`config.mk`:
```
export PLATFORM = sky130hd
export DESIGN_NAME = uart_register_model_with_fifos_unit
export DESIGN_NICKNAME = d
export VERILOG_FILES = /design/src/design/uart_rmf_pkg.sv /design/src/design/uart_rmf_ram.sv /design/src/design/uart_rmf_front.sv /design/src/design/uart_rmf_back.sv /design/src/design/uart_register_model_with_fifos_unit.sv
export SDC_FILE = /design/constraint.sdc
export NUM_CORES = 2
export LEC_CHECK = 0
export BUFFER_PORTS_ARGS = -buffer_cell sky130_fd_sc_hd__buf_4
export CAP_MARGIN = 10
export CORE_UTILIZATION = 57
export CTS_CLUSTER_DIAMETER = 40
export CTS_CLUSTER_SIZE = 40
export DETAILED_ROUTE_END_ITERATION = 8
export PLACE_DENSITY_LB_ADDON = 0.15
export SYNTH_ARGS = -nofsm -noshare
export SYNTH_HDL_FRONTEND = slang
export SYNTH_MEMORY_MAX_BITS = 65536
export SYNTH_SLANG_ARGS = --single-unit
```
`constraint.sdc`:
```
create_clock -name clk -period 7.67 [get_ports clk]
set_input_delay 0.767 -clock clk [delete_from_list [all_inputs] [get_ports clk]]
set_output_delay 0.767 -clock clk [all_outputs]
set_load 0.02 [all_outputs]
```
`src/design/uart_rmf_pkg.sv`:
```
package uart_rmf_pkg;

  // ring and pull sizing
  localparam int RING_DEPTH = 256;
  localparam int MAX_PULL   = 64;
  localparam int PTR_W      = $clog2(RING_DEPTH);

  // fixed field widths
  localparam int BYTE_W = 8;
  localparam int PULL_W = 7;
  localparam int IRQ_W  = 3;
  localparam int FUNC_W = 2;
  localparam int OFF_W  = 3;

  // command queue between front and back
  localparam int QUEUE_DEPTH = 2;
  localparam int QIDX_W      = $clog2(QUEUE_DEPTH);
  localparam int QCNT_W      = $clog2(QUEUE_DEPTH + 1);

  // function codes of an input word
  typedef enum logic [FUNC_W-1:0] {
    FUNC_READ  = 2'd0,
    FUNC_WRITE = 2'd1,
    FUNC_PUSH  = 2'd2,
    FUNC_PULL  = 2'd3
  } func_t;

  // register offsets
  localparam logic [OFF_W-1:0] OFF_DATA    = 3'd0;
  localparam logic [OFF_W-1:0] OFF_STATUS  = 3'd1;
  localparam logic [OFF_W-1:0] OFF_CONTROL = 3'd2;

  // status byte: transmit ready and transmit empty never change
  localparam logic [BYTE_W-1:0] STATUS_BASE = 8'h06;

  // classified operation
  typedef enum logic [2:0] {
    OP_READ_DATA,
    OP_READ_STATUS,
    OP_READ_NONE,
    OP_WRITE_TX,
    OP_WRITE_NONE,
    OP_PUSH,
    OP_PULL
  } op_t;

  typedef struct packed {
    op_t               op;
    logic [BYTE_W-1:0] data;
    logic              push_last;
    logic [PULL_W-1:0] limit;
  } cmd_t;

  typedef struct packed {
    logic [BYTE_W-1:0] read_data;
    logic [BYTE_W-1:0] tx_byte;
    logic              tx_valid;
    logic              last;
    logic [IRQ_W-1:0]  irq_out;
  } result_t;

  typedef enum logic [1:0] {
    S_IDLE,
    S_EMIT,
    S_PULL
  } state_t;

  // ring pointer advance with wrap at any depth
  function automatic logic [PTR_W-1:0] ring_next(input logic [PTR_W-1:0] p);
    return (p == PTR_W'(RING_DEPTH - 1)) ? '0 : p + PTR_W'(1);
  endfunction

endpackage

```
`src/design/uart_rmf_ram.sv`:
```
module uart_rmf_ram #(
  parameter int WIDTH = 8,
  parameter int DEPTH = 256
) (
  input  logic                     clk,
  input  logic                     we,
  input  logic [$clog2(DEPTH)-1:0] waddr,
  input  logic [WIDTH-1:0]         wdata,
  input  logic                     re,
  input  logic [$clog2(DEPTH)-1:0] raddr,
  output logic [WIDTH-1:0]         rdata
);

  logic [WIDTH-1:0] mem [DEPTH];

  // one write port, one registered read port; read data holds without re
  always_ff @(posedge clk) begin
    if (we) begin
      mem[waddr] <= wdata;
    end
    if (re) begin
      rdata <= mem[raddr];
    end
  end

endmodule

```
`src/design/uart_rmf_front.sv`:
```
module uart_rmf_front
  import uart_rmf_pkg::*;
(
  input  logic              clk,
  input  logic              rst,
  input  logic              item_valid,
  output logic              item_stall,
  input  logic [FUNC_W-1:0] func,
  input  logic [OFF_W-1:0]  reg_offset,
  input  logic [BYTE_W-1:0] write_data,
  input  logic [BYTE_W-1:0] rx_byte,
  input  logic              push_last,
  input  logic [PULL_W-1:0] pull_max,
  output logic              cmd_valid,
  output cmd_t              cmd,
  input  logic              cmd_pop
);

  cmd_t              classified;
  cmd_t              slots [QUEUE_DEPTH];
  logic [QIDX_W-1:0] wr_idx;
  logic [QIDX_W-1:0] rd_idx;
  logic [QCNT_W-1:0] count;
  logic              push;

  // classify the incoming word
  always_comb begin
    classified.data      = (func == FUNC_PUSH) ? rx_byte : write_data;
    classified.push_last = push_last;
    classified.limit     = (pull_max > PULL_W'(MAX_PULL)) ? PULL_W'(MAX_PULL) : pull_max;
    case (func)
      FUNC_READ: begin
        if (reg_offset == OFF_DATA) begin
          classified.op = OP_READ_DATA;
        end else if (reg_offset == OFF_STATUS) begin
          classified.op = OP_READ_STATUS;
        end else begin
          classified.op = OP_READ_NONE;
        end
      end
      FUNC_WRITE: begin
        // a write to the control register has no visible effect
        if (reg_offset == OFF_DATA) begin
          classified.op = OP_WRITE_TX;
        end else begin
          classified.op = OP_WRITE_NONE;
        end
      end
      FUNC_PUSH: classified.op = OP_PUSH;
      FUNC_PULL: classified.op = OP_PULL;
      default:   classified.op = OP_READ_NONE;
    endcase
  end

  // queue handshake
  assign item_stall = (count == QCNT_W'(QUEUE_DEPTH));
  assign push       = item_valid && !item_stall;
  assign cmd_valid  = (count != '0);
  assign cmd        = slots[rd_idx];

  // queue pointers and fill count
  always_ff @(posedge clk) begin
    if (rst) begin
      wr_idx <= '0;
      rd_idx <= '0;
      count  <= '0;
    end else begin
      if (push) begin
        wr_idx <= (wr_idx == QIDX_W'(QUEUE_DEPTH - 1)) ? '0 : wr_idx + QIDX_W'(1);
      end
      if (cmd_pop) begin
        rd_idx <= (rd_idx == QIDX_W'(QUEUE_DEPTH - 1)) ? '0 : rd_idx + QIDX_W'(1);
      end
      count <= count + QCNT_W'(push) - QCNT_W'(cmd_pop);
    end
  end

  // queue storage
  always_ff @(posedge clk) begin
    if (push) begin
      slots[wr_idx] <= classified;
    end
  end

endmodule

```
`src/design/uart_rmf_back.sv`:
```
module uart_rmf_back
  import uart_rmf_pkg::*;
(
  input  logic             clk,
  input  logic             rst,
  input  logic             cfg_we,
  input  logic [IRQ_W-1:0] cfg_wdata,
  input  logic             cmd_valid,
  input  cmd_t             cmd,
  output logic             cmd_pop,
  input  logic             result_stall,
  output logic             result_valid,
  output result_t          result
);

  state_t            state, state_next;
  logic [PTR_W-1:0]  rx_wp, rx_wp_next;
  logic [PTR_W-1:0]  rx_rp, rx_rp_next;
  logic [PTR_W-1:0]  tx_wp, tx_wp_next;
  logic [PTR_W-1:0]  tx_rp, tx_rp_next;
  logic              rx_ready, rx_ready_next;
  logic [IRQ_W-1:0]  irq_level;
  logic [PULL_W-1:0] pull_left, pull_left_next;
  logic              pull_last, pull_last_next;
  logic              emit_ram, emit_ram_next;
  logic [BYTE_W-1:0] emit_data, emit_data_next;
  logic              res_valid_next;
  result_t           res_next;

  logic              rx_we, rx_re, tx_we, tx_re;
  logic [BYTE_W-1:0] rx_rdata, tx_rdata;
  logic [PTR_W-1:0]  rx_rp_adv, tx_rp_adv;
  logic [IRQ_W-1:0]  irq_now;
  logic              out_free;

  // ring stores
  uart_rmf_ram #(.WIDTH(BYTE_W), .DEPTH(RING_DEPTH)) u_rx_ram (
    .clk   (clk),
    .we    (rx_we),
    .waddr (rx_wp),
    .wdata (cmd.data),
    .re    (rx_re),
    .raddr (rx_rp),
    .rdata (rx_rdata)
  );

  uart_rmf_ram #(.WIDTH(BYTE_W), .DEPTH(RING_DEPTH)) u_tx_ram (
    .clk   (clk),
    .we    (tx_we),
    .waddr (tx_wp),
    .wdata (cmd.data),
    .re    (tx_re),
    .raddr (tx_rp),
    .rdata (tx_rdata)
  );

  assign rx_rp_adv = ring_next(rx_rp);
  assign tx_rp_adv = ring_next(tx_rp);
  assign irq_now   = rx_ready ? irq_level : '0;
  assign out_free  = !result_valid || !result_stall;

  // sequencer: next state, ring updates and result loading
  always_comb begin
    state_next     = state;
    rx_wp_next     = rx_wp;
    rx_rp_next     = rx_rp;
    tx_wp_next     = tx_wp;
    tx_rp_next     = tx_rp;
    rx_ready_next  = rx_ready;
    pull_left_next = pull_left;
    pull_last_next = pull_last;
    emit_ram_next  = emit_ram;
    emit_data_next = emit_data;
    res_next       = result;
    res_valid_next = result_valid && result_stall;
    cmd_pop        = 1'b0;
    rx_we          = 1'b0;
    rx_re          = 1'b0;
    tx_we          = 1'b0;
    tx_re          = 1'b0;
    case (state)
      S_IDLE: begin
        if (cmd_valid) begin
          cmd_pop        = 1'b1;
          emit_ram_next  = 1'b0;
          emit_data_next = '0;
          state_next     = S_EMIT;
          case (cmd.op)
            OP_READ_DATA: begin
              if (rx_wp != rx_rp) begin
                rx_re         = 1'b1;
                rx_rp_next    = rx_rp_adv;
                emit_ram_next = 1'b1;
                if (rx_rp_adv == rx_wp) begin
                  rx_ready_next = 1'b0;
                end
              end
            end
            OP_READ_STATUS: begin
              emit_data_next = STATUS_BASE | {{(BYTE_W-1){1'b0}}, rx_ready};
            end
            OP_WRITE_TX: begin
              tx_we      = 1'b1;
              tx_wp_next = ring_next(tx_wp);
            end
            OP_PUSH: begin
              rx_we      = 1'b1;
              rx_wp_next = ring_next(rx_wp);
              if (cmd.push_last) begin
                rx_ready_next = 1'b1;
              end
            end
            OP_PULL: begin
              // nothing pending or zero limit falls through to an empty result
              if ((tx_rp != tx_wp) && (cmd.limit != '0)) begin
                tx_re          = 1'b1;
                tx_rp_next     = tx_rp_adv;
                pull_last_next = (cmd.limit == PULL_W'(1)) || (tx_rp_adv == tx_wp);
                pull_left_next = cmd.limit - PULL_W'(1);
                state_next     = S_PULL;
              end
            end
            default: begin
            end
          endcase
        end
      end
      S_EMIT: begin
        if (out_free) begin
          res_valid_next     = 1'b1;
          res_next.read_data = emit_ram ? rx_rdata : emit_data;
          res_next.tx_byte   = '0;
          res_next.tx_valid  = 1'b0;
          res_next.last      = 1'b1;
          res_next.irq_out   = irq_now;
          state_next         = S_IDLE;
        end
      end
      S_PULL: begin
        // hand out the byte from the transmit ring read port and, unless it is the last, fetch the next one
        if (out_free) begin
          res_valid_next     = 1'b1;
          res_next.read_data = '0;
          res_next.tx_byte   = tx_rdata;
          res_next.tx_valid  = 1'b1;
          res_next.last      = pull_last;
          res_next.irq_out   = irq_now;
          if (pull_last) begin
            state_next = S_IDLE;
          end else begin
            tx_re          = 1'b1;
            tx_rp_next     = tx_rp_adv;
            pull_last_next = (pull_left == PULL_W'(1)) || (tx_rp_adv == tx_wp);
            pull_left_next = pull_left - PULL_W'(1);
          end
        end
      end
      default: begin
        state_next = S_IDLE;
      end
    endcase
  end

  // control registers
  always_ff @(posedge clk) begin
    if (rst) begin
      state        <= S_IDLE;
      rx_wp        <= '0;
      rx_rp        <= '0;
      tx_wp        <= '0;
      tx_rp        <= '0;
      rx_ready     <= 1'b0;
      irq_level    <= '0;
      result_valid <= 1'b0;
    end else begin
      state        <= state_next;
      rx_wp        <= rx_wp_next;
      rx_rp        <= rx_rp_next;
      tx_wp        <= tx_wp_next;
      tx_rp        <= tx_rp_next;
      rx_ready     <= rx_ready_next;
      result_valid <= res_valid_next;
      if (cfg_we) begin
        irq_level <= cfg_wdata;
      end
    end
  end

  // payload registers
  always_ff @(posedge clk) begin
    pull_left <= pull_left_next;
    pull_last <= pull_last_next;
    emit_ram  <= emit_ram_next;
    emit_data <= emit_data_next;
    result    <= res_next;
  end

`ifndef SYNTHESIS
  a_pop_only_idle: assert property (@(posedge clk) disable iff (rst)
    cmd_pop |-> (state == S_IDLE) && cmd_valid)
    else $error("command popped outside idle");

  a_pull_count: assert property (@(posedge clk) disable iff (rst)
    (state == S_PULL) && !pull_last |-> (pull_left != '0))
    else $error("pull continues with no bytes left");

  a_fields_apart: assert property (@(posedge clk) disable iff (rst)
    result_valid |-> !(result.tx_valid && (result.read_data != '0)))
    else $error("transmit byte and read data in one word");

  a_reset_empty: assert property (@(posedge clk)
    rst |=> !result_valid)
    else $error("result present after reset");
`endif

endmodule

```
`src/design/uart_register_model_with_fifos_unit.sv`:
```
// channel   handshake                 payload
// item      item_valid / item_stall   func reg_offset write_data rx_byte push_last pull_max
// result    result_valid / result_stall  read_data tx_byte tx_valid last irq_out
// config    cfg_we                    cfg_wdata (interrupt level)
//
// a read, write or push is popped from the command queue in the idle state, and its word is
// then loaded into the output register from the emit state once that register is free
// a pull starts in idle, then one byte a cycle from the transmit ring read port unless stalled
// the two-entry command queue takes a word every cycle while it has room
// reset is synchronous; ring contents need no clearing as only written entries are read
// result_stall holds the output register and then backs up into the command queue
module uart_register_model_with_fifos_unit
  import uart_rmf_pkg::*;
(
  input  logic              clk,
  input  logic              rst,
  input  logic              cfg_we,
  input  logic [IRQ_W-1:0]  cfg_wdata,
  input  logic              item_valid,
  output logic              item_stall,
  input  logic [FUNC_W-1:0] func,
  input  logic [OFF_W-1:0]  reg_offset,
  input  logic [BYTE_W-1:0] write_data,
  input  logic [BYTE_W-1:0] rx_byte,
  input  logic              push_last,
  input  logic [PULL_W-1:0] pull_max,
  output logic              result_valid,
  input  logic              result_stall,
  output logic [BYTE_W-1:0] read_data,
  output logic [BYTE_W-1:0] tx_byte,
  output logic              tx_valid,
  output logic              last,
  output logic [IRQ_W-1:0]  irq_out
);

  logic    cmd_valid;
  logic    cmd_pop;
  cmd_t    cmd;
  result_t result;

  // accept and classify
  uart_rmf_front u_front (
    .clk        (clk),
    .rst        (rst),
    .item_valid (item_valid),
    .item_stall (item_stall),
    .func       (func),
    .reg_offset (reg_offset),
    .write_data (write_data),
    .rx_byte    (rx_byte),
    .push_last  (push_last),
    .pull_max   (pull_max),
    .cmd_valid  (cmd_valid),
    .cmd        (cmd),
    .cmd_pop    (cmd_pop)
  );

  // rings, status and result word
  uart_rmf_back u_back (
    .clk          (clk),
    .rst          (rst),
    .cfg_we       (cfg_we),
    .cfg_wdata    (cfg_wdata),
    .cmd_valid    (cmd_valid),
    .cmd          (cmd),
    .cmd_pop      (cmd_pop),
    .result_stall (result_stall),
    .result_valid (result_valid),
    .result       (result)
  );

  assign read_data = result.read_data;
  assign tx_byte   = result.tx_byte;
  assign tx_valid  = result.tx_valid;
  assign last      = result.last;
  assign irq_out   = result.irq_out;

endmodule

```
==> metrics.yaml <==
status: "complete, no violations"
synth_ff_type: "edfxtp_1"
clock.fmax_mhz: 200
yosys_warnings: 0
worst_hold_slack_ps: 41.1
worstSetupEndpointType: "flip-flop"
synthMostInstantiatedCell: "edfxtp_1"
synth_fp_nets: 8193
cp.required_ps: 8310
wl_per_cell_um: 34.5
dieWidth_um: 542
cts_resized: 0
setup_tns_ps: 0
finClkSkew_ps: 49.6
maxSlewViolCount: 0
grt_pass1_vias: 84216
fin_nets: 8477
synth_area_leaders: "edfxtp_1 (75%), mux4_2 (12%), mux2i_1 (2.4%), nor2_1 (1.5%), dfxtp_1 (0.53%)"
use_met3_pct: 5.46
critPathLaunchType: "flip-flop"
post_cts_buffers: 0
grt_use_met2_pct: 47.0
period_share_pct: 65.1
regArea_um2: 126000
worstSetupPathType: "reg -> reg"
drcViolationCount: 0
clk_latency_ps: 940
avgSynthCellArea_um2: 20.5
wl_mm: 441
grt_max_degree: 232
grt_pass1_wl_mm: 626
drive_above_1_share_pct: 23.7
yosysSeqAreaShare_pct: 76.0
cp_slowest_cell: "nor3_1"
crit_family: "simple AND/OR/NAND/NOR gates"
ys_types: 85
path_max_fanout: 93
p_leak_nw: 57.4
grt_setup_unrepaired: "no"
worstMarginPinSlew_ps: 1380
use_met1_pct: 40.6
multi_input_comb_area_um2: 36800
powerDensity_nw_per_um2: 322
busiest_layer: "met2"
crit_chain: "buf_12, nor2b_4, buf_4, buf_4, a221o_1, a211oi_1, a311oi_1, nand3_1, nor3_1, o31ai_1"
io_pins: 60
slowest_delay_ps: 880
synth-seq-cells: 4226
antenna_found_initial: 17
drt-initial-drc-count: 10559
dieArea_um2: 294000
via_per_inst: 6.66
crit_buf_inv: 3
ctsHoldBuffers: 0
synth_common_cells: "edfxtp_1 (4,182), mux4_2 (897), nor2_1 (648)"
fp.coreArea_um2: 291000
cts.htree.levels: 6
clk_pin_slew_ps: 60
r2r_start: "u_back.rx_rp[2]"
hold_start: "push_last"
cts.root.buffer_cell: "clkbuf_16"
cts_buffer_depth: 4
start_util_pct: 57.3
numClockSinks: 4226
cts_tree: "done"
track_usage_pct: 30.0
gp_congestion: 0.922
finalSetupViolations: 0
startpoint: "u_back.rx_rp[2]"
async_reset_ff_share_pct: 0
first_pass_iters: 6
arrival_ps: 5630
cts_inserted_buffers: 529
max-vdd-ir-drop_mv: 0.574
die_h_um: 542
hold_violations: 0
vias: 85034
syn_inst: 8137
row_count: 198
synth_edf_count: 4182
slew_headroom_pct: 5.48
grt_remaining_overflow: 0
fin_util_pct: 64.9
hp-class: "in -> reg"
port_buffers: 59
ant_nets: 0
synth_area_um2: 166000
post-dp-hpwl_mm: 263
min_period_ps: 4990
yosysTopAreaCell: "edfxtp_1"
crit_top_cell: "buf_4"
syn_to_final_growth_pct: 13.4
n_fill_cell: 19018
synth_top_area_share_pct: 75.5
timing.max_cap.violations: 0
final cells by class:
class	count	share of cell area, %
tap	3900	2.59
inverter	32	0.0663
clock inverter	366	2.27
timing repair buffer	236	1.15
clock buffer	597	7.34
multi-input combinational	3396	19.5
sequential	4226	67.0
antenna	11	0.0146
path summary, 6_finish.rpt:
path         depth (start not counted)  slack, ps                       end
min                                  1         40       u_front.slots[1][7]
min reg2reg                          2        490       u_back.irq_level[1]
max reg2reg                         10       2680  u_back.u_rx_ram.rdata[1]
max                                 10       2680  u_back.u_rx_ram.rdata[1]
registers in the layout, summed over array words and instances (netlist names), 21 cells and up, named ones only:
signal / count
u_front.slots: 38
u_back.u_tx_ram.mem: 2048
u_back.result: 21
u_back.u_rx_ram.mem: 2048
placed cells by master, fill, tap and decap left out, drive strengths merged, types with 65 or more instances in the layout:
cell type / Yosys / routed
edfxtp: 4182 / 4182
mux4: 921 / 921
nor2: 649 / 649
clkbuf: 176 / 597
mux2i: 399 / 399
buf: 304 / 236
nand2: 227 / 227
clkinv: 1 / 170
a21oi: 132 / 132
inv: 31 / 124
a22oi: 87 / 87
o21ai: 81 / 81
a221oi: 78 / 78
nor2b: 71 / 71
nand3: 65 / 65
kinds of logic after synthesis:
family / after synthesis / share of synthesized area, %
adder cells (fa/ha/maj): 19 / 0.143
buffers and inverters: 515 / 1.99
AND/OR/NAND/NOR: 1243 / 3.30
multiplexers: 1363 / 15.2
AO/OA/AOI/OAI: 717 / 3.09
XOR/XNOR: 54 / 0.289
flip-flops: 4226 / 76.0
power breakdown:
group          total, mW  internal (mW)  leakage, nW  switching [mW]
Sequential          28.2           28.1         38.0           0.144
Combinational       7.13           2.09         10.7            5.04
Clock               25.4           15.4         8.75            10.0
Total               60.8           45.5         57.4            15.2
through the flow:
stage | cells | setup slack (ps) | power (mW) | area [um2]
final | 12764 | 2680 | 60.8 | 189000
after global routing | 12756 | 2680 | 62.3 | 189000
after CTS | 12752 | 2640 | 61.0 | 189000
after detailed placement | 11789 | 2620 | 35.9 | 170000
after global placement | 11789 | 2600 | 35.7 | 170000
after floorplan | 8137 | 1980 | 33.6 | 166000
layer usage:
| layer | routed length, um | vias to the layer above |
|---|---|---|
| li1 | - | 34430 |
| met1 | 163000 | 44714 |
| met2 | 211000 | 4854 |
| met3 | 39100 | 1026 |
| met4 | 26600 | 10 |
| met5 | 65 | - |
Note: power is estimated with default switching activity, not from simulation.
